[src/rtl/tcse_pkg.sv]
`timescale 1ns / 1ps
// Shared types and constants for the TLS ClientHello server name extractor.
// Depends on nothing; every other file in rtl uses it by scoped names.
package tcse_pkg;

  localparam int unsigned PKT_LEN_MAX_DEF = 65535;
  localparam int unsigned JOB_DEPTH_DEF   = 4;

  localparam logic [15:0] MAX_NAME_LEN_RST = 16'd255;

  localparam logic [2:0] ST_FOUND    = 3'd0;
  localparam logic [2:0] ST_TRUNC    = 3'd1;
  localparam logic [2:0] ST_OVERRUN  = 3'd2;
  localparam logic [2:0] ST_NONE     = 3'd3;
  localparam logic [2:0] ST_UNUSABLE = 3'd4;

  typedef struct packed {
    logic        has_name;
    logic [7:0]  name_byte;
    logic        name_last;
    logic        has_sum;
    logic [2:0]  status;
    logic        is_handshake;
    logic [15:0] rec_version;
  } job_t;

endpackage

[src/rtl/tls_client_hello_sni_extractor.sv]
`timescale 1ns / 1ps
// Top level of the TLS ClientHello server name extractor.
// Instantiates tcse_front, tcse_fifo and tcse_back; uses tcse_pkg.
//
// Usage: packet bytes enter through a queue-style input (push, full) with the
// packet length and a first-byte flag alongside. A byte is taken at every
// clock edge where push is high and full is low, one byte per cycle at full
// rate. Results leave through a queue-style output (empty, pop): the oldest
// result sits on the ports while empty is low and is taken when pop is high.
// A byte inside the server name gives one name transaction; the packet's last
// byte gives a summary transaction, which follows the name transaction when
// both fall on the same byte. A result is queued as its byte is taken. The
// parser updates its counters per byte, so it takes one byte per cycle while
// full is low and gives one transaction per cycle while pop is high.
// Results wait in a job queue of JOB_DEPTH entries; when the receiver stalls
// the queue fills and full rises, holding off input until space frees up.
// The configuration channel (cfg_valid, cfg_ready, cfg_data) sets the longest
// accepted server name and is always ready; write it only while idle.
// Synchronous reset empties the queue, restarts the parser at offset zero and
// sets the name limit to 255.
module tls_client_hello_sni_extractor #(
  parameter int unsigned PKT_LEN_MAX = tcse_pkg::PKT_LEN_MAX_DEF,
  parameter int unsigned JOB_DEPTH   = tcse_pkg::JOB_DEPTH_DEF
) (
  input  logic        clk,
  input  logic        rst,
  input  logic        push,
  output logic        full,
  input  logic [7:0]  byte_value,
  input  logic [15:0] pkt_len,
  input  logic        first_of_packet,
  output logic        empty,
  input  logic        pop,
  output logic        result_kind,
  output logic [7:0]  name_byte,
  output logic        name_last,
  output logic [2:0]  status,
  output logic        is_handshake,
  output logic [15:0] rec_version,
  output logic        run_last,
  input  logic        cfg_valid,
  output logic        cfg_ready,
  input  logic [15:0] cfg_data
);

  logic           accept;
  logic [15:0]    max_name_len;
  logic           job_push;
  tcse_pkg::job_t job;
  tcse_pkg::job_t head;
  logic           head_empty;
  logic           head_pop;

  assign cfg_ready = 1'b1;
  assign accept    = push && !full;

  always_ff @(posedge clk) begin
    if (rst) begin
      max_name_len <= tcse_pkg::MAX_NAME_LEN_RST;
    end else if (cfg_valid && cfg_ready) begin
      max_name_len <= cfg_data;
    end
  end

  tcse_front #(
    .PKT_LEN_MAX(PKT_LEN_MAX)
  ) u_front (
    .clk(clk),
    .rst(rst),
    .accept(accept),
    .byte_value(byte_value),
    .pkt_len(pkt_len),
    .first_of_packet(first_of_packet),
    .max_name_len(max_name_len),
    .job_push(job_push),
    .job(job)
  );

  tcse_fifo #(
    .DEPTH(JOB_DEPTH)
  ) u_fifo (
    .clk(clk),
    .rst(rst),
    .wr_en(job_push),
    .wr_job(job),
    .rd_en(head_pop),
    .rd_job(head),
    .full(full),
    .empty(head_empty)
  );

  tcse_back u_back (
    .clk(clk),
    .rst(rst),
    .head(head),
    .head_empty(head_empty),
    .head_pop(head_pop),
    .empty(empty),
    .pop(pop),
    .result_kind(result_kind),
    .name_byte(name_byte),
    .name_last(name_last),
    .status(status),
    .is_handshake(is_handshake),
    .rec_version(rec_version),
    .run_last(run_last)
  );

endmodule

[src/rtl/tcse_front.sv]
`timescale 1ns / 1ps
// Parser front end: takes one byte per cycle while accept is high, walks the
// ClientHello and makes one job per byte that causes results; uses tcse_pkg.
module tcse_front #(
  parameter int unsigned PKT_LEN_MAX = tcse_pkg::PKT_LEN_MAX_DEF
) (
  input  logic              clk,
  input  logic              rst,
  input  logic              accept,
  input  logic [7:0]        byte_value,
  input  logic [15:0]       pkt_len,
  input  logic              first_of_packet,
  input  logic [15:0]       max_name_len,
  output logic              job_push,
  output tcse_pkg::job_t    job
);

  typedef enum logic [12:0] {
    PH_HDR       = 13'b0000000000001,
    PH_SID_LEN   = 13'b0000000000010,
    PH_SKIP_SID  = 13'b0000000000100,
    PH_CS_LEN    = 13'b0000000001000,
    PH_SKIP_CS   = 13'b0000000010000,
    PH_CM_LEN    = 13'b0000000100000,
    PH_SKIP_CM   = 13'b0000001000000,
    PH_EXT_TOTAL = 13'b0000010000000,
    PH_EXT_HDR   = 13'b0000100000000,
    PH_SKIP_EXT  = 13'b0001000000000,
    PH_SNI_HDR   = 13'b0010000000000,
    PH_NAME      = 13'b0100000000000,
    PH_DONE      = 13'b1000000000000
  } phase_t;

  localparam logic [15:0] LEN_CAP = 16'(PKT_LEN_MAX);
  localparam logic [15:0] BODY_LAST_HDR = 16'd42;

  logic [15:0] byte_pos, byte_pos_next;
  phase_t      phase, phase_next;
  logic [15:0] skip_count, skip_count_next;
  logic [15:0] field_accum, field_accum_next;
  logic [15:0] ext_code, ext_code_next;
  logic [15:0] ext_len, ext_len_next;
  logic [15:0] name_len, name_len_next;
  logic [23:0] header_bytes, header_bytes_next;
  logic [2:0]  final_status, final_status_next;

  logic [15:0] cur_pos, cur_skip, cur_accum, cur_type, cur_elen, cur_nlen;
  phase_t      cur_phase;
  logic [23:0] cur_hdr;
  logic [2:0]  cur_status;

  logic [15:0] len, rem, sc, acc;
  logic        active;
  logic        do_enter, do_skip;
  phase_t      ent_ph, skip_ph, after_ph;
  logic [15:0] skip_cnt;
  logic [15:0] need;
  logic [2:0]  fail;
  logic        name_out;
  logic        name_last_out;
  logic [7:0]  b0, b1, b2;

  always_comb begin
    if (first_of_packet) begin
      cur_pos    = '0;
      cur_phase  = PH_HDR;
      cur_skip   = '0;
      cur_accum  = '0;
      cur_type   = '0;
      cur_elen   = '0;
      cur_nlen   = '0;
      cur_hdr    = '0;
      cur_status = tcse_pkg::ST_NONE;
    end else begin
      cur_pos    = byte_pos;
      cur_phase  = phase;
      cur_skip   = skip_count;
      cur_accum  = field_accum;
      cur_type   = ext_code;
      cur_elen   = ext_len;
      cur_nlen   = name_len;
      cur_hdr    = header_bytes;
      cur_status = final_status;
    end

    len    = (pkt_len > LEN_CAP) ? LEN_CAP : pkt_len;
    active = cur_pos < len;
    rem    = len - 16'd1 - cur_pos;

    byte_pos_next     = (cur_pos != 16'hFFFF) ? cur_pos + 16'd1 : cur_pos;
    phase_next        = cur_phase;
    skip_count_next   = cur_skip;
    field_accum_next  = cur_accum;
    ext_code_next     = cur_type;
    ext_len_next      = cur_elen;
    name_len_next     = cur_nlen;
    header_bytes_next = cur_hdr;
    final_status_next = cur_status;

    do_enter = 1'b0;
    do_skip  = 1'b0;
    ent_ph   = PH_HDR;
    skip_ph  = PH_SKIP_SID;
    after_ph = PH_CS_LEN;
    skip_cnt = '0;
    name_out = 1'b0;
    name_last_out = 1'b0;
    sc  = '0;
    acc = '0;

    if (active) begin
      case (cur_phase)
        PH_HDR: begin
          if (cur_pos == 16'd0) header_bytes_next[23:16] = byte_value;
          if (cur_pos == 16'd1) header_bytes_next[15:8] = byte_value;
          if (cur_pos == 16'd2) header_bytes_next[7:0] = byte_value;
          if (cur_pos >= BODY_LAST_HDR) begin
            do_enter = 1'b1;
            ent_ph   = PH_SID_LEN;
          end
        end
        PH_SID_LEN, PH_CM_LEN: begin
          if (rem < {8'd0, byte_value}) begin
            phase_next        = PH_DONE;
            final_status_next = tcse_pkg::ST_TRUNC;
          end else begin
            do_skip  = 1'b1;
            skip_cnt = {8'd0, byte_value};
            if (cur_phase == PH_SID_LEN) begin
              skip_ph  = PH_SKIP_SID;
              after_ph = PH_CS_LEN;
            end else begin
              skip_ph  = PH_SKIP_CM;
              after_ph = PH_EXT_TOTAL;
            end
          end
        end
        PH_SKIP_SID, PH_SKIP_CS, PH_SKIP_CM, PH_SKIP_EXT: begin
          sc = (cur_skip != 16'd0) ? cur_skip - 16'd1 : cur_skip;
          skip_count_next = sc;
          if (sc == 16'd0) begin
            do_enter = 1'b1;
            if (cur_phase == PH_SKIP_SID) ent_ph = PH_CS_LEN;
            else if (cur_phase == PH_SKIP_CS) ent_ph = PH_CM_LEN;
            else if (cur_phase == PH_SKIP_CM) ent_ph = PH_EXT_TOTAL;
            else ent_ph = PH_EXT_HDR;
          end
        end
        PH_CS_LEN, PH_EXT_TOTAL: begin
          acc = {cur_accum[7:0], byte_value};
          sc  = cur_skip + 16'd1;
          field_accum_next = acc;
          skip_count_next  = sc;
          if (sc >= 16'd2) begin
            if (cur_phase == PH_CS_LEN) begin
              if (rem < acc) begin
                phase_next        = PH_DONE;
                final_status_next = tcse_pkg::ST_TRUNC;
              end else begin
                do_skip  = 1'b1;
                skip_cnt = acc;
                skip_ph  = PH_SKIP_CS;
                after_ph = PH_CM_LEN;
              end
            end else begin
              if (acc > rem) begin
                phase_next        = PH_DONE;
                final_status_next = tcse_pkg::ST_OVERRUN;
              end else begin
                do_enter = 1'b1;
                ent_ph   = PH_EXT_HDR;
              end
            end
          end
        end
        PH_EXT_HDR: begin
          if (cur_skip < 16'd2) ext_code_next = {cur_type[7:0], byte_value};
          else ext_len_next = {cur_elen[7:0], byte_value};
          sc = cur_skip + 16'd1;
          skip_count_next = sc;
          if (sc >= 16'd4) begin
            if (rem < ext_len_next) begin
              phase_next        = PH_DONE;
              final_status_next = tcse_pkg::ST_OVERRUN;
            end else if (ext_code_next == 16'd0) begin
              if (ext_len_next < 16'd5) begin
                phase_next        = PH_DONE;
                final_status_next = tcse_pkg::ST_UNUSABLE;
              end else begin
                phase_next      = PH_SNI_HDR;
                skip_count_next = '0;
                name_len_next   = '0;
              end
            end else begin
              do_skip  = 1'b1;
              skip_cnt = ext_len_next;
              skip_ph  = PH_SKIP_EXT;
              after_ph = PH_EXT_HDR;
            end
          end
        end
        PH_SNI_HDR: begin
          if (cur_skip >= 16'd3) name_len_next = {cur_nlen[7:0], byte_value};
          sc = cur_skip + 16'd1;
          skip_count_next = sc;
          if (sc >= 16'd5) begin
            if (name_len_next != 16'd0 && name_len_next <= max_name_len &&
                {1'b0, ext_len} >= 17'd5 + {1'b0, name_len_next}) begin
              phase_next      = PH_NAME;
              skip_count_next = name_len_next;
            end else begin
              phase_next        = PH_DONE;
              final_status_next = tcse_pkg::ST_UNUSABLE;
            end
          end
        end
        PH_NAME: begin
          name_out      = 1'b1;
          name_last_out = cur_skip <= 16'd1;
          sc = (cur_skip != 16'd0) ? cur_skip - 16'd1 : cur_skip;
          skip_count_next = sc;
          if (sc == 16'd0) begin
            phase_next        = PH_DONE;
            final_status_next = tcse_pkg::ST_FOUND;
          end
        end
        default: begin
        end
      endcase
    end

    if (do_skip) begin
      if (skip_cnt == 16'd0) begin
        do_enter = 1'b1;
        ent_ph   = after_ph;
      end else begin
        phase_next      = skip_ph;
        skip_count_next = skip_cnt;
      end
    end

    need = 16'd2;
    fail = tcse_pkg::ST_TRUNC;
    if (ent_ph == PH_CM_LEN) need = 16'd1;
    if (ent_ph == PH_EXT_HDR) begin
      need = 16'd4;
      fail = tcse_pkg::ST_NONE;
    end
    if (do_enter) begin
      if (rem < need) begin
        phase_next        = PH_DONE;
        final_status_next = fail;
      end else begin
        phase_next       = ent_ph;
        skip_count_next  = '0;
        field_accum_next = '0;
      end
    end
  end

  assign b0 = header_bytes_next[23:16];
  assign b1 = header_bytes_next[15:8];
  assign b2 = header_bytes_next[7:0];

  always_comb begin
    job.has_name     = name_out;
    job.name_byte    = name_out ? byte_value : 8'd0;
    job.name_last    = name_last_out;
    job.has_sum      = active && (rem == 16'd0);
    job.status       = (phase_next == PH_DONE) ? final_status_next : tcse_pkg::ST_TRUNC;
    job.is_handshake = (len >= 16'd6) && (b0 == 8'h16) && (b1 == 8'h03) &&
                       (b2 >= 8'd1) && (b2 <= 8'd4);
    job.rec_version  = (len >= 16'd3) ? {b1, b2} : 16'd0;
  end

  assign job_push = accept && (job.has_name || job.has_sum);

  always_ff @(posedge clk) begin
    if (rst) begin
      byte_pos     <= '0;
      phase        <= PH_HDR;
      skip_count   <= '0;
      field_accum  <= '0;
      ext_code     <= '0;
      ext_len      <= '0;
      name_len     <= '0;
      header_bytes <= '0;
      final_status <= tcse_pkg::ST_NONE;
    end else if (accept) begin
      byte_pos     <= byte_pos_next;
      phase        <= phase_next;
      skip_count   <= skip_count_next;
      field_accum  <= field_accum_next;
      ext_code     <= ext_code_next;
      ext_len      <= ext_len_next;
      name_len     <= name_len_next;
      header_bytes <= header_bytes_next;
      final_status <= final_status_next;
    end
  end

endmodule

[src/rtl/tcse_fifo.sv]
`timescale 1ns / 1ps
// Short job queue between the parser front end and the result sequencer.
// Uses tcse_pkg for the job type.
module tcse_fifo #(
  parameter int unsigned DEPTH = tcse_pkg::JOB_DEPTH_DEF
) (
  input  logic           clk,
  input  logic           rst,
  input  logic           wr_en,
  input  tcse_pkg::job_t wr_job,
  input  logic           rd_en,
  output tcse_pkg::job_t rd_job,
  output logic           full,
  output logic           empty
);

  localparam int unsigned AW = (DEPTH > 1) ? $clog2(DEPTH) : 1;
  localparam int unsigned CW = $clog2(DEPTH + 1);
  localparam logic [AW-1:0] LAST_IDX = AW'(DEPTH - 1);
  localparam logic [CW-1:0] FULL_CNT = CW'(DEPTH);

  tcse_pkg::job_t mem [DEPTH];
  logic [AW-1:0]  wr_ptr, rd_ptr;
  logic [CW-1:0]  count;
  logic           do_wr, do_rd;

  assign full  = count == FULL_CNT;
  assign empty = count == '0;
  assign do_wr = wr_en && !full;
  assign do_rd = rd_en && !empty;
  assign rd_job = mem[rd_ptr];

  always_ff @(posedge clk) begin
    if (do_wr) mem[wr_ptr] <= wr_job;
  end

  always_ff @(posedge clk) begin
    if (rst) begin
      wr_ptr <= '0;
      rd_ptr <= '0;
      count  <= '0;
    end else begin
      if (do_wr) wr_ptr <= (wr_ptr == LAST_IDX) ? '0 : wr_ptr + AW'(1);
      if (do_rd) rd_ptr <= (rd_ptr == LAST_IDX) ? '0 : rd_ptr + AW'(1);
      if (do_wr && !do_rd) count <= count + CW'(1);
      else if (do_rd && !do_wr) count <= count - CW'(1);
    end
  end

endmodule

[src/rtl/tcse_back.sv]
`timescale 1ns / 1ps
// Result sequencer: turns each queued job into one or two result transactions,
// the name byte first and the summary after it. Uses tcse_pkg.
module tcse_back (
  input  logic           clk,
  input  logic           rst,
  input  tcse_pkg::job_t head,
  input  logic           head_empty,
  output logic           head_pop,
  output logic           empty,
  input  logic           pop,
  output logic           result_kind,
  output logic [7:0]     name_byte,
  output logic           name_last,
  output logic [2:0]     status,
  output logic           is_handshake,
  output logic [15:0]    rec_version,
  output logic           run_last
);

  logic sub;
  logic show_sum;
  logic taken;

  assign show_sum = !head.has_name || sub;
  assign taken    = pop && !head_empty;
  assign empty    = head_empty;

  assign result_kind  = show_sum;
  assign name_byte    = show_sum ? 8'd0 : head.name_byte;
  assign name_last    = show_sum ? 1'b0 : head.name_last;
  assign status       = show_sum ? head.status : tcse_pkg::ST_FOUND;
  assign is_handshake = show_sum ? head.is_handshake : 1'b0;
  assign rec_version  = show_sum ? head.rec_version : 16'd0;
  assign run_last     = show_sum || !head.has_sum;
  assign head_pop     = taken && run_last;

  always_ff @(posedge clk) begin
    if (rst) begin
      sub <= 1'b0;
    end else if (taken) begin
      sub <= !run_last;
    end
  end

endmodule
[config.mk]
export PLATFORM = sky130hd
export DESIGN_NAME = tls_client_hello_sni_extractor
export DESIGN_NICKNAME = d
export VERILOG_FILES = /design/src/rtl/tcse_pkg.sv /design/src/rtl/tls_client_hello_sni_extractor.sv /design/src/rtl/tcse_front.sv /design/src/rtl/tcse_fifo.sv /design/src/rtl/tcse_back.sv
export SDC_FILE = /design/constraint.sdc
export NUM_CORES = 1
export LEC_CHECK = 0
export ABC_AREA = 1
export BUFFER_PORTS_ARGS = -buffer_cell sky130_fd_sc_hd__clkbuf_2
export CORE_MARGIN = 8
export CORE_UTILIZATION = 50
export DETAILED_ROUTE_END_ITERATION = 8
export MAX_ROUTING_LAYER = met4
export PLACE_DENSITY = 0.67
export SYNTH_ARGS = -nofsm -noshare
export SYNTH_HDL_FRONTEND = slang
export SYNTH_SLANG_ARGS = --single-unit
export TNS_END_PERCENT = 30
[constraint.sdc]
create_clock -name clk -period 9.74 [get_ports clk]
set_input_delay 1.948 -clock clk [delete_from_list [all_inputs] [get_ports clk]]
set_output_delay 1.948 -clock clk [all_outputs]
set_load 0.01 [all_outputs]
==> run_results.csv <==
group,metric,value,unit
logic_synthesis,ys_ff_latch,278,
layout,drive_gt1_share,9.22,%
layout,mostFrequentLayoutCell,"nand2_1",
cts,cts_tree,"done",
sta,tns,0,ns
logic_synthesis,syn_area,19900,um2
detailed_routing,drt_iter0_markers,1869,
global_route,grt_pass1_wl,106000,um
detailed_routing,drt_first_pass_iters,5,
critical_path,setup.worst_path.class,"in2reg",
cts,clock_latency,0.55,ns
min_path,hp-class,"reg2reg",
sta,grt_setup_unrepaired,"no",
placement,hpwl,49700,um
floorplan,rows,73,
logic_synthesis,synthAdderAreaFrac,7.11,%
floorplan,start_util,50.4,%
job,maxCapViolations,0,
logic_synthesis,synth_top_family_by_area,"simple AND/OR/NAND/NOR gates",
cts,cts_made_buffers,34,
pwr,power_density,205,nW/um2
detailed_routing,routed_wl,68300,um
floorplan,coreArea,39500,um2
min_path,hold_depth,2,
cts,cts.htree.levels,2,
global_route,first_global_vias,18700,
layout,areaGrowthSynthToFinish,9.50,%
pwr,power.total,4.48,mW
placement,numPortBuffers,78,
logic_synthesis,ys.flop_type,"dfxtp_1",
logic_synthesis,avgSynthCellArea,6.98,um2
floorplan,dieArea,46500,um2
layout,num_antenna_cells,0,
global_route,grtUsageTotal,29.1,%
cts,postCtsResizedCells,0,
logic_synthesis,synth-xor-area-share,1.71,%
sta,slew-limit-headroom,27.5,%
sta,post-route-period-util,90.0,%
placement,gp_congestion,1.06,
pwr,p_leak,9.62,nW
sta,worstMarginPinSlew,1.08,ns
detailed_routing,num_vias,20100,
critical_path,worstPathRequired,10.13,ns
global_route,grt_antenna_before_repair,0,
detailed_routing,viasPerCell,5.86,
logic_synthesis,synth_edf_count,124,
sta,worst_slack,0.977,ns
logic_synthesis,seq_area_frac_synth,34.2,%
critical_path,crit_path_end_kind,"flop",
logic_synthesis,synth-compound-area-share,20.4,%
sta,fmax,114,MHz
logic_synthesis,synth.area.mux_share,0.0565,%
critical_path,crit_fanout,28,
pwr,max-vdd-ir-drop,0.125,mV
sta,holdWs,0.465,ns
layout,final_area,21800,um2
logic_synthesis,ys_warn_count,0,
floorplan,die_w,216,um
critical_path,rr_worst_depth,31,
status,status,"completed",
cts,root_buffer,"clkbuf_16",
logic_synthesis,syn-num-nets,3012,
cts,hold_buffers,0,
floorplan,ios,80,
sta,drv_slew,0,
cts,path_clk_slew,0.06,ns
critical_path,start_kind,"input pin",
detailed_routing,ant_nets,0,
sta,period_needed,8.76,ns
layout,final_cell_mix,"nand2_1, inv_1, nor2_1",
sta,hold_viol,0,
floorplan,die_h,216,um
sta,setup_viol,0,
cts,postCtsSetupBuffers,0,
logic_synthesis,synth-simple-area-share,25.8,%
critical_path,cpMaxStageDelayCell,"o21ai_0",
sta,skew,0.0272,ns
layout,fin_nets,3041,
placement,place_area,20700,um2
logic_synthesis,synth_cell_types,69,
logic_synthesis,ys_async_sr_fraction,0,%
critical_path,critical_path_arrival,9.15,ns
detailed_routing,drc,0,
logic_synthesis,syn-instance-count,2854,
global_route,overflow,0,
detailed_routing,post_drt_wl_per_cell,19.9,um
placement,dp_slack,0.546,ns
global_route,grt_max_degree,92,
cts,cts_buffer_depth,3,
critical_path,slowest_delay,0.61,ns
cts,cts_sinks,278,
cell type report:
class	instances	area, um2
Multi-Input combinational cell	2036	11000
Timing Repair Buffer	124	736
Fill cell	3862	17700
Clock inverter	19	181
Clock buffer	42	901
Inverter	409	1540
Tap cell	525	657
Sequential cell	278	6810
cells by family after synthesis:
group / Yosys count
simple gates: 1176
compound gates: 707
buf+inv: 540
flops: 278
fa+ha+maj: 112
xor+xnor: 39
other cells: 1
mux: 1
registers in the layout, indices dropped and copies added, names as in the netlist, named ones only:
name and cells:
u_front.byte_pos 16, u_fifo.count 3, u_front.phase 13, u_front.ext_code 16, u_fifo.rd_ptr 2, u_fifo.mem 124, u_front.name_len 16, max_name_len 16
u_front.ext_len 16, u_front.final_status 3, u_fifo.wr_ptr 2, u_front.skip_count 16, u_back.sub 1, u_front.header_bytes 24, u_front.field_accum 8
Yosys cell counts (5+ instances only):
library cell | n | area (um2)
nand2_1 | 500 | 1880
inv_1 | 387 | 1450
nor2_1 | 359 | 1350
o21ai_0 | 274 | 1370
a21oi_1 | 206 | 1030
dfxtp_1 | 154 | 3080
nand3_1 | 128 | 641
edfxtp_1 | 124 | 3720
ha_1 | 110 | 1380
clkbuf_1 | 89 | 334
o211ai_1 | 72 | 541
nand4_1 | 63 | 394
nor3_1 | 47 | 235
o22ai_1 | 42 | 263
xor2_1 | 34 | 298
o21ai_1 | 25 | 125
nor4_1 | 22 | 138
buf_2 | 16 | 80.1
inv_2 | 14 | 52.6
a31oi_1 | 13 | 81.3
buf_1 | 12 | 45.0
a211oi_1 | 10 | 75.1
a221oi_1 | 9 | 78.8
nand2_2 | 9 | 56.3
nor2_2 | 8 | 50.1
o221ai_1 | 8 | 70.1
buf_6 | 7 | 78.8
nand3_2 | 7 | 70.1
o211ai_2 | 7 | 87.6
clkinv_1 | 6 | 22.5
o21a_1 | 6 | 45.0
o21ai_2 | 6 | 52.6
or2_2 | 6 | 37.5
a21boi_0 | 5 | 37.5
buf_4 | 5 | 37.5
nor2_4 | 5 | 56.3
nor3_2 | 5 | 50.1
xnor2_1 | 5 | 43.8
stage by stage:
| stage | cells | utilization, % |
|---|---|---|
| finish | 3433 | 55.2 |
| global route | 3433 | 55.2 |
| CTS | 3433 | 55.2 |
| detailed placement | 3372 | 52.4 |
| global placement | 3372 | 52.4 |
| floorplan | 2854 | - |
worst max-delay path: cells and delay by family:
family,cells,cell delay (ns)
and+or+nand+nor,16,2.84
buffers and inverters,4,1.39
adders and majority gates,2,0.57
xor gates and xnor gates,1,0.18
AOI/OAI and AO/OA,9,2.16
power by group:
group          switching, mW  internal [mW]  leakage [nW]
registers             0.0646           1.31          2.35
clock network          0.520          0.718         0.518
logic                   1.31          0.566          6.75
worst paths after layout:
check	start	end	slack, ns
max	first_of_packet	u_front.skip_count[10]$_SDFFE_PP0P_	0.98
min	u_front.ext_code[7]$_SDFFE_PP0P_	u_front.ext_code[7]$_SDFFE_PP0P_	0.46
max reg2reg	u_front.skip_count[0]$_SDFFE_PP0P_	u_front.skip_count[10]$_SDFFE_PP0P_	2.91
min reg2reg	u_front.ext_code[7]$_SDFFE_PP0P_	u_front.ext_code[7]$_SDFFE_PP0P_	0.46
metal layers:
layer	routed length (um)	vias up	part of all wire, %	global-route usage (%)
met5	0	-	0	-
met4	2850	0	4.2	13.5
li1	-	9717	-	-
met2	31300	852	46	45.8
met3	4820	165	7.1	3.61
met1	29300	9373	43	37.2
Power figures use the tool's default switching activity.
